<file path="src/rtl/core/csl_pkg.sv">
package csl_pkg;

  // Width of the number accumulator; literals wrap modulo 2**VALUE_WIDTH.
  localparam int VALUE_WIDTH = 64;
  localparam int OUT_VALUE_W = 64;
  localparam int CHAR_W      = 8;
  localparam int KIND_W      = 5;

  // Character codes the lexer recognizes.
  localparam logic [CHAR_W-1:0] CH_TAB    = 8'h09;
  localparam logic [CHAR_W-1:0] CH_CR     = 8'h0D;
  localparam logic [CHAR_W-1:0] CH_SPACE  = 8'h20;
  localparam logic [CHAR_W-1:0] CH_ZERO   = 8'h30;
  localparam logic [CHAR_W-1:0] CH_NINE   = 8'h39;
  localparam logic [CHAR_W-1:0] CH_LC_A   = 8'h61;
  localparam logic [CHAR_W-1:0] CH_LC_Z   = 8'h7A;
  localparam logic [CHAR_W-1:0] CH_UC_A   = 8'h41;
  localparam logic [CHAR_W-1:0] CH_UC_Z   = 8'h5A;
  localparam logic [CHAR_W-1:0] CH_PLUS   = 8'h2B;
  localparam logic [CHAR_W-1:0] CH_EQUAL  = 8'h3D;
  localparam logic [CHAR_W-1:0] CH_MINUS  = 8'h2D;
  localparam logic [CHAR_W-1:0] CH_STAR   = 8'h2A;
  localparam logic [CHAR_W-1:0] CH_SLASH  = 8'h2F;
  localparam logic [CHAR_W-1:0] CH_LPAR   = 8'h28;
  localparam logic [CHAR_W-1:0] CH_RPAR   = 8'h29;
  localparam logic [CHAR_W-1:0] CH_SEMI   = 8'h3B;
  localparam logic [CHAR_W-1:0] CH_LBRACE = 8'h7B;
  localparam logic [CHAR_W-1:0] CH_RBRACE = 8'h7D;
  localparam logic [CHAR_W-1:0] CH_LESS   = 8'h3C;
  localparam logic [CHAR_W-1:0] CH_COMMA  = 8'h2C;

  typedef enum logic [2:0] {
    M_IDLE  = 3'd0,
    M_NUM   = 3'd1,
    M_IDENT = 3'd2,
    M_PLUS  = 3'd3,
    M_EQ    = 3'd4,
    M_HALT  = 3'd5
  } csl_mode_t;

  typedef enum logic [KIND_W-1:0] {
    K_INT    = 5'd0,
    K_ICHAR  = 5'd1,
    K_IEND   = 5'd2,
    K_PLUSEQ = 5'd3,
    K_INC    = 5'd4,
    K_PLUS   = 5'd5,
    K_MINUS  = 5'd6,
    K_STAR   = 5'd7,
    K_SLASH  = 5'd8,
    K_LPAR   = 5'd9,
    K_RPAR   = 5'd10,
    K_SEMI   = 5'd11,
    K_EQEQ   = 5'd12,
    K_EQ     = 5'd13,
    K_LBRACE = 5'd14,
    K_RBRACE = 5'd15,
    K_LESS   = 5'd16,
    K_COMMA  = 5'd17,
    K_ERROR  = 5'd18
  } csl_kind_t;

  typedef struct packed {
    csl_kind_t                      kind;
    logic signed [OUT_VALUE_W-1:0]  int_value;
    logic [CHAR_W-1:0]              ident_char;
    logic                           last;
  } csl_result_t;

  // Up to two results produced by one request, in order.
  typedef struct packed {
    csl_result_t res0;
    csl_result_t res1;
    logic [1:0]  count;
  } csl_step_res_t;

  typedef struct packed {
    logic      hit;
    csl_kind_t kind;
  } csl_single_t;

  function automatic csl_result_t make_res(csl_kind_t kind,
                                           logic signed [OUT_VALUE_W-1:0] val,
                                           logic [CHAR_W-1:0] ch);
    csl_result_t r;
    r.kind       = kind;
    r.int_value  = val;
    r.ident_char = ch;
    r.last       = 1'b0;
    return r;
  endfunction

  // Lookup for the operators and punctuation that stand alone.
  function automatic csl_single_t single_kind(logic [CHAR_W-1:0] c);
    csl_single_t s;
    s.hit  = 1'b1;
    s.kind = K_ERROR;
    case (c)
      CH_MINUS:  s.kind = K_MINUS;
      CH_STAR:   s.kind = K_STAR;
      CH_SLASH:  s.kind = K_SLASH;
      CH_LPAR:   s.kind = K_LPAR;
      CH_RPAR:   s.kind = K_RPAR;
      CH_SEMI:   s.kind = K_SEMI;
      CH_LBRACE: s.kind = K_LBRACE;
      CH_RBRACE: s.kind = K_RBRACE;
      CH_LESS:   s.kind = K_LESS;
      CH_COMMA:  s.kind = K_COMMA;
      default:   s.hit  = 1'b0;
    endcase
    return s;
  endfunction

endpackage

</file>
<file path="src/rtl/core/csl_if.sv">
// Character channel into the lexer.
interface csl_in_if;
  logic                        valid;
  logic                        ready;
  logic [csl_pkg::CHAR_W-1:0]  char_code;
  logic                        end_flag;

  modport source (output valid, output char_code, output end_flag, input ready);
  modport sink   (input valid, input char_code, input end_flag, output ready);
endinterface

// Token channel out of the lexer.
interface csl_out_if;
  logic                                  valid;
  logic                                  ready;
  logic [csl_pkg::KIND_W-1:0]            token_kind;
  logic signed [csl_pkg::OUT_VALUE_W-1:0] int_value;
  logic [csl_pkg::CHAR_W-1:0]            ident_char;
  logic                                  last_of_run;

  modport source (output valid, output token_kind, output int_value,
                  output ident_char, output last_of_run, input ready);
  modport sink   (input valid, input token_kind, input int_value,
                  input ident_char, input last_of_run, output ready);
endinterface

</file>
<file path="src/rtl/core/csl_step.sv">
module csl_step (
  input  logic                         clk,
  input  logic                         rst_n,
  input  logic                         in_accept,
  input  logic [csl_pkg::CHAR_W-1:0]   char_code,
  input  logic                         end_flag,
  output csl_pkg::csl_step_res_t       step_res
);
  import csl_pkg::*;

  csl_mode_t              mode_r, mode_nxt;
  logic [VALUE_WIDTH-1:0] acc_r, acc_nxt;

  logic                          is_digit, is_alpha, is_space;
  csl_single_t                   single;
  logic                          fresh;
  logic                          have_a, have_b;
  csl_result_t                   res_a, res_b;
  logic signed [OUT_VALUE_W-1:0] acc_ext;
  logic [VALUE_WIDTH-1:0]        acc_times_ten;

  // Character classes.
  assign is_digit = (char_code >= CH_ZERO) && (char_code <= CH_NINE);
  assign is_alpha = ((char_code >= CH_LC_A) && (char_code <= CH_LC_Z)) ||
                    ((char_code >= CH_UC_A) && (char_code <= CH_UC_Z));
  assign is_space = (char_code == CH_SPACE) ||
                    ((char_code >= CH_TAB) && (char_code <= CH_CR));
  assign single   = single_kind(char_code);

  // Literal value as presented on the output, and the next decimal digit step.
  assign acc_ext       = OUT_VALUE_W'($signed(acc_r));
  assign acc_times_ten = (acc_r << 3) + (acc_r << 1) + VALUE_WIDTH'(char_code[3:0]);

  // State register; it advances only when a request is accepted.
  always_ff @(posedge clk) begin
    if (!rst_n) begin
      mode_r <= M_IDLE;
      acc_r  <= '0;
    end else if (in_accept) begin
      mode_r <= mode_nxt;
      acc_r  <= acc_nxt;
    end
  end

  // Next state and results. Result A closes, extends or completes a pending token,
  // result B comes from the new character itself.
  always_comb begin
    mode_nxt = mode_r;
    acc_nxt  = acc_r;
    fresh    = 1'b0;
    have_a   = 1'b0;
    have_b   = 1'b0;
    res_a    = make_res(K_INT, '0, '0);
    res_b    = make_res(K_INT, '0, '0);

    if (end_flag) begin
      case (mode_r)
        M_NUM: begin
          have_a = 1'b1;
          res_a  = make_res(K_INT, acc_ext, '0);
        end
        M_IDENT: begin
          have_a = 1'b1;
          res_a  = make_res(K_IEND, '0, '0);
        end
        M_PLUS: begin
          have_a = 1'b1;
          res_a  = make_res(K_PLUS, '0, '0);
        end
        M_EQ: begin
          have_a = 1'b1;
          res_a  = make_res(K_EQ, '0, '0);
        end
        default: ;
      endcase
      mode_nxt = M_IDLE;
      acc_nxt  = '0;
    end else begin
      case (mode_r)
        M_IDLE: begin
          fresh = 1'b1;
        end
        M_NUM: begin
          if (is_digit) begin
            acc_nxt = acc_times_ten;
          end else begin
            have_a   = 1'b1;
            res_a    = make_res(K_INT, acc_ext, '0);
            mode_nxt = M_IDLE;
            acc_nxt  = '0;
            fresh    = 1'b1;
          end
        end
        M_IDENT: begin
          have_a = 1'b1;
          if (is_alpha || is_digit) begin
            res_a = make_res(K_ICHAR, '0, char_code);
          end else begin
            res_a    = make_res(K_IEND, '0, '0);
            mode_nxt = M_IDLE;
            fresh    = 1'b1;
          end
        end
        M_PLUS: begin
          have_a   = 1'b1;
          mode_nxt = M_IDLE;
          if (char_code == CH_EQUAL) begin
            res_a = make_res(K_PLUSEQ, '0, '0);
          end else if (char_code == CH_PLUS) begin
            res_a = make_res(K_INC, '0, '0);
          end else begin
            res_a = make_res(K_PLUS, '0, '0);
            fresh = 1'b1;
          end
        end
        M_EQ: begin
          have_a   = 1'b1;
          mode_nxt = M_IDLE;
          if (char_code == CH_EQUAL) begin
            res_a = make_res(K_EQEQ, '0, '0);
          end else begin
            res_a = make_res(K_EQ, '0, '0);
            fresh = 1'b1;
          end
        end
        default: begin
          // Halted, and any mode code without meaning, swallows characters.
          mode_nxt = M_HALT;
        end
      endcase

      if (fresh) begin
        if (is_space) begin
          // Whitespace is skipped.
        end else if (is_digit) begin
          mode_nxt = M_NUM;
          acc_nxt  = VALUE_WIDTH'(char_code[3:0]);
        end else if (is_alpha) begin
          mode_nxt = M_IDENT;
          have_b   = 1'b1;
          res_b    = make_res(K_ICHAR, '0, char_code);
        end else if (char_code == CH_PLUS) begin
          mode_nxt = M_PLUS;
        end else if (char_code == CH_EQUAL) begin
          mode_nxt = M_EQ;
        end else if (single.hit) begin
          have_b = 1'b1;
          res_b  = make_res(single.kind, '0, '0);
        end else begin
          have_b   = 1'b1;
          res_b    = make_res(K_ERROR, '0, '0);
          mode_nxt = M_HALT;
          acc_nxt  = '0;
        end
      end
    end
  end

  // Pack the results in order and mark the final one.
  always_comb begin
    step_res.res0  = res_b;
    step_res.res1  = res_b;
    step_res.count = 2'd0;
    if (have_a && have_b) begin
      step_res.res0      = res_a;
      step_res.res1      = res_b;
      step_res.res1.last = 1'b1;
      step_res.count     = 2'd2;
    end else if (have_a) begin
      step_res.res0      = res_a;
      step_res.res0.last = 1'b1;
      step_res.count     = 2'd1;
    end else if (have_b) begin
      step_res.res0      = res_b;
      step_res.res0.last = 1'b1;
      step_res.count     = 2'd1;
    end
  end

endmodule

</file>
<file path="src/rtl/core/csl_obuf.sv">
module csl_obuf (
  input  logic                   clk,
  input  logic                   rst_n,
  input  logic                   in_valid,
  output logic                   in_ready,
  output logic                   in_accept,
  input  csl_pkg::csl_step_res_t step_res,
  csl_out_if.source              out_ch
);
  import csl_pkg::*;

  csl_result_t slot0_r, slot0_nxt;
  csl_result_t slot1_r, slot1_nxt;
  logic [1:0]  cnt_r, cnt_nxt;
  logic        pop;

  // A request is taken once the buffer is empty or about to be.
  assign pop       = out_ch.valid && out_ch.ready;
  assign in_ready  = (cnt_r == 2'd0) || ((cnt_r == 2'd1) && out_ch.ready);
  assign in_accept = in_valid && in_ready;

  // Buffer update: load a whole request's results, or shift after a pop.
  always_comb begin
    slot0_nxt = slot0_r;
    slot1_nxt = slot1_r;
    cnt_nxt   = cnt_r;
    if (in_accept) begin
      slot0_nxt = step_res.res0;
      slot1_nxt = step_res.res1;
      cnt_nxt   = step_res.count;
    end else if (pop) begin
      slot0_nxt = slot1_r;
      cnt_nxt   = cnt_r - 2'd1;
    end
  end

  always_ff @(posedge clk) begin
    if (!rst_n) begin
      cnt_r <= 2'd0;
    end else begin
      cnt_r <= cnt_nxt;
    end
  end

  always_ff @(posedge clk) begin
    slot0_r <= slot0_nxt;
    slot1_r <= slot1_nxt;
  end

  // The head slot drives the token channel.
  assign out_ch.valid       = (cnt_r != 2'd0);
  assign out_ch.token_kind  = slot0_r.kind;
  assign out_ch.int_value   = slot0_r.int_value;
  assign out_ch.ident_char  = slot0_r.ident_char;
  assign out_ch.last_of_run = slot0_r.last;

endmodule

</file>
<file path="src/rtl/core/c_subset_lexer.sv">
// Channel  Dir  Payload                                           Handshake
// in_ch    in   char_code[7:0], end_flag                          valid/ready
// out_ch   out  token_kind[4:0], int_value[63:0], ident_char[7:0], valid/ready
//               last_of_run
//
// One character is lexed in the cycle it is accepted; its tokens appear on
// out_ch from the next cycle. A character with zero or one token sustains one
// request per cycle while out_ch is ready; a character with two tokens holds
// the input until one token leaves the two-entry result buffer on out_ch.
// Reset (rst_n low, synchronous) returns the lexer to idle with an empty buffer.
// A stall on out_ch holds in_ch.ready low once a request's tokens are queued.
module c_subset_lexer (
  input  logic      clk,
  input  logic      rst_n,
  csl_in_if.sink    in_ch,
  csl_out_if.source out_ch
);
  import csl_pkg::*;

  csl_step_res_t step_res;
  logic          in_accept;

  // Lexer state and token decode.
  csl_step u_step (
    .clk       (clk),
    .rst_n     (rst_n),
    .in_accept (in_accept),
    .char_code (in_ch.char_code),
    .end_flag  (in_ch.end_flag),
    .step_res  (step_res)
  );

  // Result buffer and output register.
  csl_obuf u_obuf (
    .clk       (clk),
    .rst_n     (rst_n),
    .in_valid  (in_ch.valid),
    .in_ready  (in_ch.ready),
    .in_accept (in_accept),
    .step_res  (step_res),
    .out_ch    (out_ch)
  );

endmodule
</file>
<file path="src/flat_wrapper.sv">
// flat-port wrapper written by rule: the top's interface ports become plain ports
module c_subset_lexer_flat import csl_pkg::*;
  (clk, rst_n, in_ch_valid, in_ch_char_code, in_ch_end_flag, in_ch_ready, out_ch_valid, out_ch_token_kind, out_ch_int_value, out_ch_ident_char, out_ch_last_of_run, out_ch_ready);
  csl_in_if in_ch_i ();
  csl_out_if out_ch_i ();
  input  logic clk;
  input  logic rst_n;
  input wire logic [$bits(in_ch_i.valid)-1:0] in_ch_valid;
  input wire logic [$bits(in_ch_i.char_code)-1:0] in_ch_char_code;
  input wire logic [$bits(in_ch_i.end_flag)-1:0] in_ch_end_flag;
  output wire logic [$bits(in_ch_i.ready)-1:0] in_ch_ready;
  output wire logic [$bits(out_ch_i.valid)-1:0] out_ch_valid;
  output wire logic [$bits(out_ch_i.token_kind)-1:0] out_ch_token_kind;
  output wire logic [$bits(out_ch_i.int_value)-1:0] out_ch_int_value;
  output wire logic [$bits(out_ch_i.ident_char)-1:0] out_ch_ident_char;
  output wire logic [$bits(out_ch_i.last_of_run)-1:0] out_ch_last_of_run;
  input wire logic [$bits(out_ch_i.ready)-1:0] out_ch_ready;
  assign in_ch_i.valid = in_ch_valid;
  assign in_ch_i.char_code = in_ch_char_code;
  assign in_ch_i.end_flag = in_ch_end_flag;
  assign in_ch_ready = in_ch_i.ready;
  assign out_ch_valid = out_ch_i.valid;
  assign out_ch_token_kind = out_ch_i.token_kind;
  assign out_ch_int_value = out_ch_i.int_value;
  assign out_ch_ident_char = out_ch_i.ident_char;
  assign out_ch_last_of_run = out_ch_i.last_of_run;
  assign out_ch_i.ready = out_ch_ready;
  c_subset_lexer u_core (.clk(clk), .rst_n(rst_n), .in_ch(in_ch_i), .out_ch(out_ch_i));
endmodule
</file>
<file path="config.mk">
export PLATFORM = sky130hd
export DESIGN_NAME = c_subset_lexer_flat
export DESIGN_NICKNAME = d
export VERILOG_FILES = /design/src/rtl/core/csl_pkg.sv /design/src/rtl/core/csl_if.sv /design/src/rtl/core/csl_step.sv /design/src/rtl/core/csl_obuf.sv /design/src/rtl/core/c_subset_lexer.sv /design/src/flat_wrapper.sv
export SDC_FILE = /design/constraint.sdc
export NUM_CORES = 1
export LEC_CHECK = 0
export BUFFER_PORTS_ARGS = -buffer_cell sky130_fd_sc_hd__clkbuf_2
export CAP_MARGIN = 20
export CORE_MARGIN = 3
export CORE_UTILIZATION = 25
export CTS_CLUSTER_DIAMETER = 80
export CTS_CLUSTER_SIZE = 40
export DETAILED_ROUTE_END_ITERATION = 6
export HOLD_SLACK_MARGIN = 0.12
export PLACE_DENSITY = 0.45
export SLEW_MARGIN = 20
export SYNTH_ARGS = -nofsm -noshare
export SYNTH_HDL_FRONTEND = slang
export SYNTH_SLANG_ARGS = --single-unit
</file>
<file path="constraint.sdc">
create_clock -name clk -period 8 [get_ports clk]
set_input_delay 0.4 -clock clk [delete_from_list [all_inputs] [get_ports clk]]
set_output_delay 0.4 -clock clk [all_outputs]
set_load 0.03 [all_outputs]
</file>
==> results of run 1 <==
## layout make-up
| cell class | count | share of cell area (%) |
|---|---|---|
| Clock buffer | 24 | 3.86 |
| Clock inverter | 8 | 1.02 |
| Multi-Input combinational cell | 923 | 51.4 |
| Sequential cell | 161 | 33.1 |
| Tap cell | 577 | 5.77 |
| Inverter | 26 | 0.790 |
| Timing Repair Buffer | 98 | 4.07 |
## Yosys cell counts (3+ instances only)
cell,number
nand2_1,131
ha_1,125
edfxtp_1,92
a21oi_1,82
o21ai_0,74
and2_1,73
dfxtp_1,69
nor2_1,52
clkbuf_1,39
xnor2_1,38
a21o_1,37
nor2b_1,36
a22oi_1,31
nand3_1,28
inv_1,25
xor2_1,23
buf_2,17
nor3_1,16
a31oi_1,13
and3_1,13
nand4_1,12
o21bai_1,12
a211oi_1,9
o31ai_1,9
a22o_1,8
a221oi_1,7
o21ai_1,7
nand2b_1,6
nor3b_1,6
nor4_1,5
a211o_1,4
o21a_1,4
or2_2,4
a21boi_0,3
a32oi_1,3
o211ai_1,3
## sequential cells by signal (all words and copies together) (netlist names)
signal / flops
u_core.u_obuf.cnt_r: 2
u_core.u_obuf.out_ch.ident_char: 8
u_core.u_obuf.out_ch.int_value: 64
u_core.u_obuf.out_ch.last_of_run: 1
u_core.u_obuf.out_ch.token_kind: 5
u_core.u_obuf.slot1_r: 14
u_core.u_step.acc_ext: 64
u_core.u_step.mode_r: 3
## metrics by stage
step	hold slack (ns)	utilization (%)	std cells
floorplan	0.417	-	1170
global placement	0.452	28.0	1785
detailed placement	0.460	28.0	1785
CTS	0.301	29.4	1817
global route	0.338	29.4	1817
finish	0.337	29.4	1817
## power by group through the flow
stage	clock [mW]	sequential (mW)	combinational, mW
global route	0.936	1.05	0.519
finish	0.871	1.04	0.476
global placement	0	1.06	0.485
detailed placement	0	1.06	0.488
CTS	0.906	1.04	0.490
floorplan	0	1.23	0.161
## worst max-delay path by stage
| stage | startpoint | end | slack, ns | depth (start not counted) |
|---|---|---|---|---|
| 2_1_floorplan | in_ch_char_code[3] | u_core.u_step.acc_ext[61] | 4.26 | 15 |
| 3_3_place_gp | in_ch_char_code[3] | u_core.u_step.acc_ext[42] | 3.80 | 15 |
| 3_5_place_dp | in_ch_char_code[3] | u_core.u_step.acc_ext[61] | 3.73 | 15 |
| 4_1_cts | u_core.u_step.acc_ext[0] | u_core.u_step.acc_ext[61] | 4.09 | 14 |
| 5_1_grt | u_core.u_step.acc_ext[0] | u_core.u_step.acc_ext[42] | 3.79 | 14 |
| 6_report | u_core.u_step.acc_ext[0] | u_core.u_step.acc_ext[43] | 4.12 | 14 |
## critical path, stage by stage (launching register included)
cell and delay, ns:
dfxtp_1 0.38, inv_1 0.09, fa_1 0.50, inv_1 0.07, ha_1 0.30, a211oi_1 0.10, o31ai_4 0.30, o2111ai_2 0.20
a21oi_1 0.20, nor2b_1 0.12, o311ai_1 0.62, a32oi_1 0.24, o31ai_1 0.37, xnor2_1 0.16, o21ai_0 0.08
## layer usage
metal	vias to the layer above	part of all wire, %
met4	0	0.86
met2	116	47
li1	4406	-
met5	-	0
met3	16	3.8
met1	4147	48
## cell families (layout without fill, tap and decap cells)
group	after synthesis	in the layout	share of synthesized area, %
and+or+nand+nor	397	397	18.5
AOI/OAI and AO/OA	334	334	20.4
DFF	161	161	38.0
adders and majority gates	127	127	14.7
buffers and inverters	86	156	3.20
xor gates and xnor gates	61	61	4.90
muxes	3	3	0.287
other	1	1	0.0344
==> impl_results.html, run 1 <==
<table>
<tr><th>Metric</th><th>Value</th></tr>
<tr><th colspan="2">Pwr</th></tr>
<tr><td>Clock share of power</td><td>36.5%</td></tr>
<tr><td>Switching power summed over all nets</td><td>0.756 mW</td></tr>
<tr><td>Pint</td><td>1.63 mW</td></tr>
<tr><td>Pwr Density</td><td>190 nW/um^2</td></tr>
<tr><td>Leakage power</td><td>5.48 nW</td></tr>
<tr><td>Share of power burned in combinational logic</td><td>20.0%</td></tr>
<tr><td>Share of power burned in registers</td><td>43.5%</td></tr>
<tr><td>Overall power after layout</td><td>2.38 mW</td></tr>
<tr><td>Worst IR drop on VDD</td><td>0.150 mV</td></tr>
<tr><td>Sw frac</td><td>31.7%</td></tr>
<tr><th colspan="2">Route</th></tr>
<tr><td>Total DRC errors in the routed layout</td><td>0</td></tr>
<tr><td>Routed via count</td><td>8685</td></tr>
<tr><td>Number of nets with antenna violations after routing</td><td>0</td></tr>
<tr><td>First-pass iteration count of the detailed router</td><td>4</td></tr>
<tr><td>Total Wirelength</td><td>29600 um</td></tr>
<tr><td>Number of DRC markers after the initial detailed-route iteration</td><td>485</td></tr>
<tr><td>Routed length per placed instance</td><td>16.3 um</td></tr>
<tr><td>Via-to-Cell Ratio</td><td>4.78</td></tr>
<tr><th colspan="2">Min path</th></tr>
<tr><td>Cell count of the worst hold path</td><td>2</td></tr>
<tr><td>Worst hold endpoint</td><td>u_core.u_obuf.slot1_r[6]</td></tr>
<tr><td>Tightest Hold Check Type</td><td>input port to flop</td></tr>
<tr><td>HP Start</td><td>in_ch_char_code[5]</td></tr>
<tr><th colspan="2">Synthesis</th></tr>
<tr><td>Proportion of netlist area held by the largest area contributor</td><td>25.3%</td></tr>
<tr><td>Share of synthesized area occupied by flip-flops and latches</td><td>38.0%</td></tr>
<tr><td>Post-synth ARST share</td><td>0%</td></tr>
<tr><td>Count of unique library cells instantiated by Yosys</td><td>77</td></tr>
<tr><td>Number of instances in the synthesized netlist</td><td>1170</td></tr>
<tr><td>Mapped Area</td><td>10900 sq um</td></tr>
<tr><td>Post-synth EDFFs</td><td>92</td></tr>
<tr><td>Syn_area_per_cell</td><td>9.32 sq um</td></tr>
<tr><td>Most used flip-flop cell after synthesis</td><td>edfxtp_1</td></tr>
<tr><td>Yosys warns</td><td>0</td></tr>
<tr><td>Post-synth net total</td><td>1310</td></tr>
<tr><td>Number of synthesized register bits</td><td>161</td></tr>
<tr><td>Most area-consuming cells after synthesis</td><td>edfxtp_1, ha_1, dfxtp_1</td></tr>
<tr><td>Post-synthesis cell type with the largest combined area</td><td>edfxtp_1</td></tr>
<tr><th colspan="2">Global routing</th></tr>
<tr><td>Number of antenna violations at the first check in global routing</td><td>0</td></tr>
<tr><td>Global-route track usage on met1</td><td>17.0%</td></tr>
<tr><td>Pin count of the biggest net entering global routing</td><td>79</td></tr>
<tr><td>Remaining Overflow, GRT</td><td>0</td></tr>
<tr><td>Via count of the first global-routing pass</td><td>8819</td></tr>
<tr><td>Total global routing track utilization</td><td>12.8%</td></tr>
<tr><td>Most used routing layer</td><td>met2</td></tr>
<tr><td>Wire length of the first global-routing pass</td><td>48100 um</td></tr>
<tr><td>Met2 track demand over resource</td><td>21.3%</td></tr>
<tr><td>GRT met3 Usage</td><td>2.87%</td></tr>
<tr><th colspan="2">Die</th></tr>
<tr><td>Number of I/O pins</td><td>93</td></tr>
<tr><td>Die Y-Extent</td><td>215 um</td></tr>
<tr><td>Die Footprint</td><td>46200 sq um</td></tr>
<tr><td>Overall die width</td><td>215 um</td></tr>
<tr><td>Floorplan Core Area</td><td>42500 sq um</td></tr>
<tr><td>Placement Rows</td><td>75</td></tr>
<tr><td>Initial standard-cell utilization of the core</td><td>25.7%</td></tr>
<tr><th colspan="2">Setup path</th></tr>
<tr><td>Worst Setup Start Kind</td><td>flop</td></tr>
<tr><td>Worst r2r dst</td><td>u_core.u_step.acc_ext[43]</td></tr>
<tr><td>RR Startpoint</td><td>u_core.u_step.acc_ext[0]</td></tr>
<tr><td>Maximum net fanout on the critical path</td><td>4</td></tr>
<tr><td>Worst reg2reg setup slack</td><td>4.12 ns</td></tr>
<tr><td>Kind of critical path</td><td>flop to flop</td></tr>
<tr><td>Worst reg2reg path depth</td><td>14</td></tr>
<tr><td>Data required time at the worst endpoint</td><td>8.31 ns</td></tr>
<tr><td>Worst endpoint data arrival time</td><td>4.19 ns</td></tr>
<tr><td>Critical Path End Type</td><td>flop</td></tr>
<tr><th colspan="2">Layout</th></tr>
<tr><td>Most common library cell in the layout ignoring fill and taps</td><td>nand2_1</td></tr>
<tr><td>Fraction of final layout cells sized beyond drive strength 1</td><td>12.0%</td></tr>
<tr><td>Nets</td><td>1367</td></tr>
<tr><td>Cell area after layout</td><td>12500 sq um</td></tr>
<tr><td>Most frequent cells in the layout</td><td>nand2_1, ha_1, clkbuf_2, edfxtp_1, a21oi_1</td></tr>
<tr><td>FF+latch area</td><td>4140 sq um</td></tr>
<tr><td>P&amp;R area growth vs syn</td><td>14.8%</td></tr>
<tr><td>Antenna diode count</td><td>0</td></tr>
<tr><td>Filler cell count in the final layout</td><td>4511</td></tr>
<tr><td>Area of the multi-input gates</td><td>6430 sq um</td></tr>
<tr><th colspan="2">Place</th></tr>
<tr><td>Post-DP HPWL</td><td>21900 um</td></tr>
<tr><td>Worst Setup Slack post-DPL</td><td>3.73 ns</td></tr>
<tr><td>Routability-driven placement congestion ratio</td><td>0.827</td></tr>
<tr><td>Placed cell areas</td><td>11900 sq um</td></tr>
<tr><td>Number of buffer cells added on primary ports</td><td>92</td></tr>
<tr><th colspan="2">Clock tree</th></tr>
<tr><td>Cts hold-fix bufs</td><td>0</td></tr>
<tr><td>Number of gates resized after CTS</td><td>0</td></tr>
<tr><td>Root Buffer</td><td>clkbuf_16</td></tr>
<tr><td>Buffer depth of the longest clock path</td><td>2</td></tr>
<tr><td>Clock Sink Count</td><td>161</td></tr>
<tr><td>Worst-path clk slew</td><td>0.07 ns</td></tr>
<tr><td>TritonCTS clock tree</td><td>built</td></tr>
<tr><td>Later-pin clock latency in the skew report</td><td>0.45 ns</td></tr>
<tr><td>CTS buffer count</td><td>17</td></tr>
<tr><td>Number of setup buffers added after CTS</td><td>0</td></tr>
<tr><td>H-tree level count</td><td>4</td></tr>
<tr><th colspan="2">STA</th></tr>
<tr><td>Slew @ Worst Pin</td><td>0.830 ns</td></tr>
<tr><td>Final count of pins violating max slew</td><td>0</td></tr>
<tr><td>Top achievable clock speed</td><td>0.258 GHz</td></tr>
<tr><td>Final cycle utilization of the critical path</td><td>48.5%</td></tr>
<tr><td>Min setup slack post-route</td><td>4.12 ns</td></tr>
<tr><td>Final setup violation count</td><td>0</td></tr>
<tr><td>Number of failing hold endpoints at the final stage</td><td>0</td></tr>
<tr><td>Post-route minimum period</td><td>3.88 ns</td></tr>
<tr><td>Unrepaired setup endpoints after global routing</td><td>no</td></tr>
<tr><td>Headroom to the max-slew limit</td><td>44.7%</td></tr>
<tr><td>Worst setup skew after layout</td><td>0.00959 ns</td></tr>
<tr><td>Total negative slack for setup checks</td><td>0 ns</td></tr>
<tr><th colspan="2">Status</th></tr>
<tr><td>Outcome</td><td>complete, no violations</td></tr>
<tr><th colspan="2">Run</th></tr>
<tr><td>Total of max-cap violations</td><td>0</td></tr>
</table>
No activity file was read; power rests on OpenSTA's default activity.
==> inputs of run 2 (changes only) <==
--- a/config.mk
+++ b/config.mk
@@ -5,6 +5,7 @@
 export SDC_FILE = /design/constraint.sdc
 export NUM_CORES = 1
 export LEC_CHECK = 0
+export ABC_AREA = 1
 export BUFFER_PORTS_ARGS = -buffer_cell sky130_fd_sc_hd__clkbuf_2
 export CAP_MARGIN = 20
 export CORE_MARGIN = 3
@@ -13,7 +14,7 @@
 export CTS_CLUSTER_SIZE = 40
 export DETAILED_ROUTE_END_ITERATION = 6
 export HOLD_SLACK_MARGIN = 0.12
-export PLACE_DENSITY = 0.45
+export PLACE_DENSITY = 0.46
 export SLEW_MARGIN = 20
 export SYNTH_ARGS = -nofsm -noshare
 export SYNTH_HDL_FRONTEND = slang
==> constraint.sdc (replaced) <==
create_clock -name clk -period 3.55 [get_ports clk]
set_input_delay 0.1775 -clock clk [delete_from_list [all_inputs] [get_ports clk]]
set_output_delay 0.1775 -clock clk [all_outputs]
set_load 0.03 [all_outputs]
==> run 2 against run 1 <==
Utilization shrank 0.51 points. Sequential power grew to 2.6 times the previous value. Clock skew grew 0.0068 ns.
==> impl_results.html, run 2 <==
<table>
<tr><th>Metric</th><th>Value</th></tr>
<tr><th colspan="2">Synthesis</th></tr>
<tr><td>Most area-consuming cells after synthesis</td><td>nand2_1, edfxtp_1, ha_1</td></tr>
<tr><td>Count of unique library cells instantiated by Yosys</td><td>42 (-45%)</td></tr>
<tr><td>Compound-Gate Fraction of Synth Area</td><td>8.20% (-12 points)</td></tr>
<tr><td>Most used flip-flop cell after synthesis</td><td>edfxtp_1</td></tr>
<tr><td>Syn_area_per_cell</td><td>6.22 sq um (-33%)</td></tr>
<tr><td>Synthesized-area fraction occupied by adder cells</td><td>11.7% (-3.0 points)</td></tr>
<tr><td>Proportion of netlist area held by the largest area contributor</td><td>23.7% (-1.6 points)</td></tr>
<tr><td>Mapped Area</td><td>13700 sq um (+26%)</td></tr>
<tr><td>Fraction of the mapped netlist area in simple logic gates</td><td>36.0% (+18 points)</td></tr>
<tr><td>Synth top cells by count</td><td>nand2_1, inv_1, nor2_1, ha_1, nand3_1</td></tr>
<tr><td>Most common cell in the netlist</td><td>nand2_1</td></tr>
<tr><td>Share of synthesized area spent on multiplexers</td><td>0% (-0.29 points)</td></tr>
<tr><td>Area share of xor/xnor cells in the synthesized design</td><td>1.08% (-3.8 points)</td></tr>
<tr><td>Post-synthesis cell type with the largest combined area</td><td>nand2_1</td></tr>
<tr><td>Number of synthesized register bits</td><td>161 (unchanged)</td></tr>
<tr><td>Number of instances in the synthesized netlist</td><td>2206 (+89%)</td></tr>
<tr><td>Share of synthesized area occupied by flip-flops and latches</td><td>30.2% (-7.8 points)</td></tr>
<tr><td>Yosys warns</td><td>0 (unchanged)</td></tr>
<tr><td>Post-synth ARST share</td><td>0% (unchanged)</td></tr>
<tr><td>Post-synth EDFFs</td><td>92 (unchanged)</td></tr>
<tr><td>Post-synth net total</td><td>2346 (+79%)</td></tr>
<tr><td>Largest family of logic cells by synthesized area</td><td>simple AND/OR/NAND/NOR gates</td></tr>
<tr><th colspan="2">STA</th></tr>
<tr><td>Top achievable clock speed</td><td>0.301 GHz (+17%)</td></tr>
<tr><td>Total negative slack for setup checks</td><td>0 ns (unchanged)</td></tr>
<tr><td>Slew @ Worst Pin</td><td>1.12 ns (+0.291 ns)</td></tr>
<tr><td>Number of failing hold endpoints at the final stage</td><td>0 (unchanged)</td></tr>
<tr><td>Worst setup skew after layout</td><td>0.0164 ns (+0.00681 ns)</td></tr>
<tr><td>Min setup slack post-route</td><td>0.227 ns (-3.89 ns)</td></tr>
<tr><td>Final count of pins violating max slew</td><td>0 (unchanged)</td></tr>
<tr><td>Worst hold margin</td><td>0.189 ns (-0.149 ns)</td></tr>
<tr><td>Post-route minimum period</td><td>3.32 ns (-0.558 ns)</td></tr>
<tr><td>Unrepaired setup endpoints after global routing</td><td>no</td></tr>
<tr><td>Headroom to the max-slew limit</td><td>25.3% (-19 points)</td></tr>
<tr><td>Final cycle utilization of the critical path</td><td>93.6% (+45 points)</td></tr>
<tr><td>Final setup violation count</td><td>0 (unchanged)</td></tr>
<tr><th colspan="2">Layout</th></tr>
<tr><td>Antenna diode count</td><td>0 (unchanged)</td></tr>
<tr><td>Area of the multi-input gates</td><td>7860 sq um (+22%)</td></tr>
<tr><td>FF+latch area</td><td>4140 sq um (unchanged)</td></tr>
<tr><td>Fraction of the core area covered by cells at the end of the flow</td><td>28.9% (-0.51 points)</td></tr>
<tr><td>Most frequent cells in the layout</td><td>nand2_1, inv_1, nor2_1</td></tr>
<tr><td>Fraction of final layout cells sized beyond drive strength 1</td><td>7.38% (-4.6 points)</td></tr>
<tr><td>Filler cell count in the final layout</td><td>6107 (+35%)</td></tr>
<tr><td>P&amp;R area growth vs syn</td><td>13.9%</td></tr>
<tr><td>Nets</td><td>2429 (+78%)</td></tr>
<tr><td>Most common library cell in the layout ignoring fill and taps</td><td>nand2_1</td></tr>
<tr><th colspan="2">Clock tree</th></tr>
<tr><td>Later-pin clock latency in the skew report</td><td>0.49 ns (+0.04 ns)</td></tr>
<tr><td>Root Buffer</td><td>clkbuf_16</td></tr>
<tr><td>CTS buffer count</td><td>17 (unchanged)</td></tr>
<tr><td>Buffer depth of the longest clock path</td><td>2 (unchanged)</td></tr>
<tr><td>H-tree level count</td><td>4 (unchanged)</td></tr>
<tr><td>Worst-path clk slew</td><td>0.07 ns (about the same)</td></tr>
<tr><td>TritonCTS clock tree</td><td>built</td></tr>
<tr><td>Clock Sink Count</td><td>161 (unchanged)</td></tr>
<tr><th colspan="2">Setup path</th></tr>
<tr><td>Critical Path End Type</td><td>flop</td></tr>
<tr><td>Kind of critical path</td><td>flop to flop</td></tr>
<tr><td>CP Launch Point</td><td>u_core.u_step.acc_ext[2]</td></tr>
<tr><td>Worst r2r dst</td><td>u_core.u_step.acc_ext[34]</td></tr>
<tr><td>Worst reg2reg path depth</td><td>17 (+3)</td></tr>
<tr><td>Worst endpoint data arrival time</td><td>3.73 ns (-0.46 ns)</td></tr>
<tr><td>Maximum net fanout on the critical path</td><td>5 (+1)</td></tr>
<tr><td>RR Startpoint</td><td>u_core.u_step.acc_ext[2]</td></tr>
<tr><td>Worst reg2reg setup slack</td><td>0.23 ns (-3.89 ns)</td></tr>
<tr><td>Worst Setup Start Kind</td><td>flop</td></tr>
<tr><td>CP endpoint</td><td>u_core.u_step.acc_ext[34]</td></tr>
<tr><td>Data required time at the worst endpoint</td><td>3.96 ns (-4.35 ns)</td></tr>
<tr><th colspan="2">Pwr</th></tr>
<tr><td>Leakage power</td><td>8.03 nW (+47%)</td></tr>
<tr><td>Pwr Density</td><td>446 nW/um^2 (+130%)</td></tr>
<tr><td>Worst IR drop on VDD</td><td>0.338 mV (+130%)</td></tr>
<tr><th colspan="2">Route</th></tr>
<tr><td>Via-to-Cell Ratio</td><td>4.51 (-5.6%)</td></tr>
<tr><td>Total DRC errors in the routed layout</td><td>0 (unchanged)</td></tr>
<tr><td>Routed length per placed instance</td><td>16.5 um (+1.2%)</td></tr>
<tr><td>Total Wirelength</td><td>49400 um (+67%)</td></tr>
<tr><td>First-pass iteration count of the detailed router</td><td>5 (+1)</td></tr>
<tr><td>Number of nets with antenna violations after routing</td><td>0 (unchanged)</td></tr>
<tr><td>Number of DRC markers after the initial detailed-route iteration</td><td>834 (+72%)</td></tr>
<tr><td>Routed via count</td><td>13500 (+56%)</td></tr>
<tr><th colspan="2">Die</th></tr>
<tr><td>Die Footprint</td><td>57800 sq um (+25%)</td></tr>
<tr><td>Initial standard-cell utilization of the core</td><td>25.4% (-0.25 points)</td></tr>
<tr><td>Die Y-Extent</td><td>240 um (+12%)</td></tr>
<tr><td>Overall die width</td><td>240 um (+12%)</td></tr>
<tr><td>Floorplan Core Area</td><td>54000 sq um (+27%)</td></tr>
<tr><td>Number of I/O pins</td><td>93 (unchanged)</td></tr>
<tr><td>Placement Rows</td><td>85 (+13%)</td></tr>
<tr><th colspan="2">Min path</th></tr>
<tr><td>Tightest Hold Check Type</td><td>input port to flop</td></tr>
<tr><td>Cell count of the worst hold path</td><td>3 (+1)</td></tr>
<tr><th colspan="2">Global routing</th></tr>
<tr><td>Number of antenna violations at the first check in global routing</td><td>0 (unchanged)</td></tr>
<tr><td>Remaining Overflow, GRT</td><td>0 (unchanged)</td></tr>
<tr><td>Pin count of the biggest net entering global routing</td><td>65 (-18%)</td></tr>
<tr><td>Total global routing track utilization</td><td>17.5% (+4.7 points)</td></tr>
<tr><td>Wire length of the first global-routing pass</td><td>76800 um (+60%)</td></tr>
<tr><td>Via count of the first global-routing pass</td><td>13300 (+50%)</td></tr>
<tr><th colspan="2">Status</th></tr>
<tr><td>Outcome</td><td>complete, no violations</td></tr>
<tr><th colspan="2">Place</th></tr>
<tr><td>Routability-driven placement congestion ratio</td><td>0.920 (+11%)</td></tr>
<tr><td>Worst Setup Slack post-DPL</td><td>0.254 ns (-3.48 ns)</td></tr>
<tr><td>Post-DP HPWL</td><td>39400 um (+80%)</td></tr>
<tr><td>Number of buffer cells added on primary ports</td><td>92 (unchanged)</td></tr>
<tr><th colspan="2">Run</th></tr>
<tr><td>Total of max-cap violations</td><td>0 (unchanged)</td></tr>
</table>
[run 2: logic make-up (layout without fill, tap and decap cells)]
kind of cell    after synthesis  in the layout
compound gates              208            208
other cells                   1              1
xor+xnor                     17             17
fa+ha+maj                   127            127
simple gates               1237           1237
flops                       161            161
buf+inv                     455            551
[run 2: power by group]
group	total, mW	internal [mW]	switching, mW
Sequential	2.70	2.55	0.144
Clock	2.05	1.18	0.870
Combinational	2.23	0.469	1.76
Total	6.97	4.20	2.77
[run 2: per-layer routing]
layer | part of all wire, % | wire length [um] | track usage (%)
met2 | 46 | 22900 | 29.5
met4 | 3.1 | 1550 | 6.41
met5 | 0 | 0 | 0
met1 | 47 | 23200 | 22.4
met3 | 3.5 | 1730 | 2.99
[run 2: cell type report]
| type | instances | share of cell area [%] |
|---|---|---|
| Clock buffer | 19 | 2.77 |
| Inverter | 411 | 9.87 |
| Tap cell | 696 | 5.57 |
| Multi-Input combinational cell | 1590 | 50.3 |
| Clock inverter | 13 | 1.18 |
| Timing Repair Buffer | 108 | 3.84 |
| Sequential cell | 161 | 26.5 |
[run 2: how the worst min path moves through the flow]
| stage | start | endpoint | slack [ns] |
|---|---|---|---|
| 6_report | in_ch_char_code[3] | u_core.u_obuf.slot1_r[4] | 0.19 |
| 5_1_grt | in_ch_char_code[3] | u_core.u_obuf.slot1_r[4] | 0.16 |
| 4_1_cts | in_ch_char_code[0] | u_core.u_obuf.slot1_r[1] | 0.13 |
| 3_5_place_dp | rst_n | u_core.u_obuf.cnt_r[0] | 0.47 |
| 3_3_place_gp | rst_n | u_core.u_obuf.cnt_r[0] | 0.47 |
| 2_1_floorplan | rst_n | u_core.u_obuf.cnt_r[0] | 0.32 |
[run 2: repair_timing]
| item | CTS | global route |
|---|---|---|
| setup buffers | 0 | 0 |
| resized for setup | 0 | 1 |
| hold buffers | 3 | 0 |
| endpoints found under the setup margin | 0 | 1 |
| endpoints found under the hold margin | 6 | 0 |
[run 2: worst max-delay path, cell delays in order, from the launching register on]
cell	delay [ns]
dfxtp_1	0.37
inv_1	0.10
fa_1	0.51
inv_1	0.08
fa_1	0.51
nand3_1	0.12
nand3_1	0.27
nand2_1	0.14
nand2_1	0.12
nand2_1	0.08
nand3_1	0.16
nand2_1	0.10
nand2_1	0.14
nand2_1	0.10
nand2_1	0.04
o21ai_0	0.17
nand2_1	0.07
a21oi_1	0.16
[run 2: metrics by stage]
stage / cell area (sq um) / total power [mW] / cells
final: 15600 / 6.97 / 2998
after global routing: 15600 / 7.36 / 2998
after CTS: 15600 / 7.12 / 2998
after detailed placement: 15000 / 5.02 / 2963
after global placement: 15000 / 5.00 / 2963
after floorplan: 13700 / 4.26 / 2206
==> inputs of run 3 (changes only) <==
--- a/config.mk
+++ b/config.mk
@@ -5,7 +5,6 @@
 export SDC_FILE = /design/constraint.sdc
 export NUM_CORES = 1
 export LEC_CHECK = 0
-export ABC_AREA = 1
 export BUFFER_PORTS_ARGS = -buffer_cell sky130_fd_sc_hd__clkbuf_2
 export CAP_MARGIN = 20
 export CORE_MARGIN = 3
==> run 3 against run 2 <==
Largest power group unchanged. Die area is 20% lower. Power shrank 26%. Sequential cell count unchanged. First-iteration DRC count decreased by 50%. Clock skew shrank 0.0047 ns. Sequential power fell by 14%. Design area fell by 16%. Non-clock buffer count grew 59.
==> impl_results.html, run 3 (synthesized netlist as in run 1, its figures left out) <==
<table>
<tr><th>Metric</th><th>Value</th></tr>
<tr><th colspan="2">Setup path</th></tr>
<tr><td>Worst Setup Start Kind</td><td>flop</td></tr>
<tr><td>Cell at the slowest stage of the critical path</td><td>fa_1</td></tr>
<tr><td>Worst reg2reg path depth</td><td>15 (-2)</td></tr>
<tr><td>Maximum single-stage delay on the critical path</td><td>0.51 ns (about the same)</td></tr>
<tr><td>Maximum net fanout on the critical path</td><td>4 (-1)</td></tr>
<tr><td>Number of logic stages on the critical path including buffering</td><td>15 (-2)</td></tr>
<tr><td>Worst r2r dst</td><td>u_core.u_step.acc_ext[61]</td></tr>
<tr><td>Critical Path End Type</td><td>flop</td></tr>
<tr><td>Kind of critical path</td><td>flop to flop</td></tr>
<tr><td>RR Startpoint</td><td>u_core.u_step.acc_ext[2]</td></tr>
<tr><td>Category of cells accounting for the largest share of critical-path delay</td><td>compound AO/OA/AOI/OAI gates</td></tr>
<tr><td>Critical path, cell by cell</td><td>inv_2 -&gt; fa_1 -&gt; inv_2 -&gt; ha_4 -&gt; a211oi_4 -&gt; o31ai_4 -&gt; o2111ai_4 -&gt; o31ai_4 -&gt; a211oi_4 -&gt; o31a_4 -&gt; o41ai_4 -&gt; buf_4 -&gt; a221o_1 -&gt; mux2i_1 -&gt; nand2_1</td></tr>
<tr><td>Worst path buffer plus inverter count</td><td>3 (+1)</td></tr>
<tr><td>Worst reg2reg setup slack</td><td>0.05 ns (-0.18 ns)</td></tr>
<tr><td>Data required time at the worst endpoint</td><td>3.89 ns (-0.07 ns)</td></tr>
<tr><td>Worst endpoint data arrival time</td><td>3.84 ns (+0.11 ns)</td></tr>
<tr><th colspan="2">Route</th></tr>
<tr><td>Max layer used</td><td>met5</td></tr>
<tr><td>Post-Route M1 WL</td><td>15000 um (-35%)</td></tr>
<tr><td>Metal3 WL</td><td>973 um (-44%)</td></tr>
<tr><td>Total DRC errors in the routed layout</td><td>0 (unchanged)</td></tr>
<tr><td>Routed length per placed instance</td><td>16.2 um (-1.8%)</td></tr>
<tr><td>Total Wirelength</td><td>30500 um (-38%)</td></tr>
<tr><td>Via-to-Cell Ratio</td><td>4.75 (+5.3%)</td></tr>
<tr><td>Total length of routed met2 wires</td><td>14200 um (-38%)</td></tr>
<tr><td>Routed via count</td><td>8964 (-34%)</td></tr>
<tr><td>Number of DRC markers after the initial detailed-route iteration</td><td>421 (-50%)</td></tr>
<tr><td>Number of nets with antenna violations after routing</td><td>0 (unchanged)</td></tr>
<tr><td>First-pass iteration count of the detailed router</td><td>5 (unchanged)</td></tr>
<tr><th colspan="2">Min path</th></tr>
<tr><td>Cell count of the worst hold path</td><td>4 (+1)</td></tr>
<tr><td>HP Start</td><td>in_ch_end_flag</td></tr>
<tr><td>Tightest Hold Check Type</td><td>input port to flop</td></tr>
<tr><td>Worst hold endpoint</td><td>u_core.u_step.mode_r[1]</td></tr>
<tr><th colspan="2">Clock tree</th></tr>
<tr><td>H-tree level count</td><td>4 (unchanged)</td></tr>
<tr><td>Buffer depth of the longest clock path</td><td>2 (unchanged)</td></tr>
<tr><td>CTS buffer count</td><td>17 (unchanged)</td></tr>
<tr><td>Clock Sink Count</td><td>161 (unchanged)</td></tr>
<tr><td>Root Buffer</td><td>clkbuf_16</td></tr>
<tr><td>TritonCTS clock tree</td><td>built</td></tr>
<tr><td>Worst-path clk slew</td><td>0.07 ns (about the same)</td></tr>
<tr><td>Later-pin clock latency in the skew report</td><td>0.46 ns (-0.03 ns)</td></tr>
<tr><th colspan="2">STA</th></tr>
<tr><td>Unrepaired setup endpoints after global routing</td><td>yes</td></tr>
<tr><td>Min setup slack post-route</td><td>0.0461 ns (-0.181 ns)</td></tr>
<tr><td>Final setup violation count</td><td>0 (unchanged)</td></tr>
<tr><td>Worst hold margin</td><td>0.177 ns (-0.0111 ns)</td></tr>
<tr><td>Slew @ Worst Pin</td><td>0.829 ns (-0.292 ns)</td></tr>
<tr><td>Total negative slack for setup checks</td><td>0 ns (unchanged)</td></tr>
<tr><td>Final cycle utilization of the critical path</td><td>98.7% (+5.1 points)</td></tr>
<tr><td>Headroom to the max-slew limit</td><td>44.8% (+19 points)</td></tr>
<tr><td>Post-route minimum period</td><td>3.50 ns (+0.181 ns)</td></tr>
<tr><td>Number of failing hold endpoints at the final stage</td><td>0 (unchanged)</td></tr>
<tr><td>Final count of pins violating max slew</td><td>0 (unchanged)</td></tr>
<tr><td>Worst setup skew after layout</td><td>0.0117 ns (-0.00469 ns)</td></tr>
<tr><td>Top achievable clock speed</td><td>0.285 GHz (-5.2%)</td></tr>
<tr><th colspan="2">Run</th></tr>
<tr><td>Total of max-cap violations</td><td>0 (unchanged)</td></tr>
<tr><th colspan="2">Global routing</th></tr>
<tr><td>Wire length of the first global-routing pass</td><td>49200 um (-36%)</td></tr>
<tr><td>Number of antenna violations at the first check in global routing</td><td>1 (+1)</td></tr>
<tr><td>Via count of the first global-routing pass</td><td>8897 (-33%)</td></tr>
<tr><td>Total global routing track utilization</td><td>13.2% (-4.3 points)</td></tr>
<tr><td>Remaining Overflow, GRT</td><td>0 (unchanged)</td></tr>
<tr><td>Pin count of the biggest net entering global routing</td><td>44 (-32%)</td></tr>
<tr><th colspan="2">Layout</th></tr>
<tr><td>Most frequent cells in the layout</td><td>nand2_1, ha_1, clkbuf_2, edfxtp_1, a21oi_1</td></tr>
<tr><td>Fraction of final layout cells sized beyond drive strength 1</td><td>18.8% (+11 points)</td></tr>
<tr><td>Cell area after layout</td><td>13100 sq um (-16%)</td></tr>
<tr><td>Most common library cell in the layout ignoring fill and taps</td><td>nand2_1</td></tr>
<tr><td>Nets</td><td>1436 (-41%)</td></tr>
<tr><td>Filler cell count in the final layout</td><td>4499 (-26%)</td></tr>
<tr><td>P&amp;R area growth vs syn</td><td>20.5%</td></tr>
<tr><td>Antenna diode count</td><td>0 (unchanged)</td></tr>
<tr><td>Post-Layout Cell Count</td><td>1886 (-37%)</td></tr>
<tr><td>Fraction of the core area covered by cells at the end of the flow</td><td>30.9% (+2.0 points)</td></tr>
<tr><th colspan="2">Pwr</th></tr>
<tr><td>Worst IR drop on VDD</td><td>0.289 mV (-15%)</td></tr>
<tr><td>Overall power after layout</td><td>5.16 mW (-26%)</td></tr>
<tr><td>Share of power burned in registers</td><td>45.1% (+6.4 points)</td></tr>
<tr><td>Leakage power</td><td>5.83 nW (-27%)</td></tr>
<tr><td>Share of power burned in combinational logic</td><td>21.5% (-11 points)</td></tr>
<tr><td>Sw frac</td><td>33.8% (-6.0 points)</td></tr>
<tr><td>Clock share of power</td><td>33.4% (+4.0 points)</td></tr>
<tr><td>Pint</td><td>3.42 mW (-19%)</td></tr>
<tr><td>Switching power summed over all nets</td><td>1.74 mW (-37%)</td></tr>
<tr><td>Pwr Density</td><td>393 nW/um^2 (-12%)</td></tr>
<tr><th colspan="2">Place</th></tr>
<tr><td>Dpl cells</td><td>1846 (-38%)</td></tr>
<tr><td>Placed cell areas</td><td>12400 sq um (-18%)</td></tr>
<tr><td>Routability-driven placement congestion ratio</td><td>0.839 (-8.7%)</td></tr>
<tr><td>Number of buffer cells added on primary ports</td><td>92 (unchanged)</td></tr>
<tr><td>Post-DP HPWL</td><td>23000 um (-41%)</td></tr>
<tr><td>Worst Setup Slack post-DPL</td><td>-0.0717 ns (-0.326 ns)</td></tr>
<tr><th colspan="2">Die</th></tr>
<tr><td>Initial standard-cell utilization of the core</td><td>25.7% (+0.25 points)</td></tr>
<tr><td>Overall die width</td><td>215 um (-11%)</td></tr>
<tr><td>Number of I/O pins</td><td>93 (unchanged)</td></tr>
<tr><td>Placement Rows</td><td>75 (-12%)</td></tr>
<tr><td>Die Y-Extent</td><td>215 um (-11%)</td></tr>
<tr><td>Floorplan Core Area</td><td>42500 sq um (-21%)</td></tr>
<tr><td>Die Footprint</td><td>46200 sq um (-20%)</td></tr>
<tr><th colspan="2">Status</th></tr>
<tr><td>Outcome</td><td>complete, no violations</td></tr>
</table>
run 3: layout make-up:
type / count / area [sq um] / share of cell area (%)
well taps: 577 / 722 / 5.49
inverters: 26 / 98.8 / 0.752
clock buffers: 18 / 429 / 3.27
multi-input cells: 923 / 6610 / 50.3
flip-flops and latches: 161 / 4150 / 31.6
clock inverters: 14 / 106 / 0.809
repair buffers: 167 / 1030 / 7.86
run 3: metal layers:
layer	GRT usage, %	vias up
li1	-	4541
met1	17.7	4258
met2	21.7	138
met3	2.85	25
met4	3.46	2
met5	0	-
run 3: worst register-to-register path, cell delays in order, from the launching register on:
cell and delay [ns]:
dfxtp_2 0.33, inv_2 0.04, fa_1 0.51, inv_2 0.05, ha_4 0.28, a211oi_4 0.06
o31ai_4 0.31, o2111ai_4 0.18, o31ai_4 0.31, a211oi_4 0.11, o31a_4 0.32, o41ai_4 0.27
buf_4 0.20, a221o_1 0.16, mux2i_1 0.17, nand2_1 0.07
run 3: what timing repair did:
item	CTS	global route
hold buffers	2	0
setup endpoints to repair	4	37
gates cloned	0	0
resized for setup	2	35
hold endpoints to repair	4	0
setup buffers	0	6
pin swaps	2	14
run 3: power by group through the flow:
stage          Sequential, mW  Combinational (mW)  Clock (mW)
2_1_floorplan            2.76               0.364           0
3_3_place_gp             2.38                1.12           0
3_5_place_dp             2.38                1.13           0
4_1_cts                  2.34                1.13        1.80
5_1_grt                  2.36                1.20        1.86
6_report                 2.33                1.11        1.72
run 3: how the worst max path moves through the flow:
stage / from / to / slack [ns]
after floorplan: in_ch_char_code[3] / u_core.u_step.acc_ext[61] / 0.03
after global placement: in_ch_char_code[3] / u_core.u_step.acc_ext[61] / -0.02
after detailed placement: in_ch_char_code[3] / u_core.u_step.acc_ext[61] / -0.07
after CTS: u_core.u_step.acc_ext[0] / u_core.u_step.acc_ext[61] / 0.004
after global routing: u_core.u_step.acc_ext[2] / u_core.u_step.acc_ext[61] / -0.13
final: u_core.u_step.acc_ext[2] / u_core.u_step.acc_ext[61] / 0.05
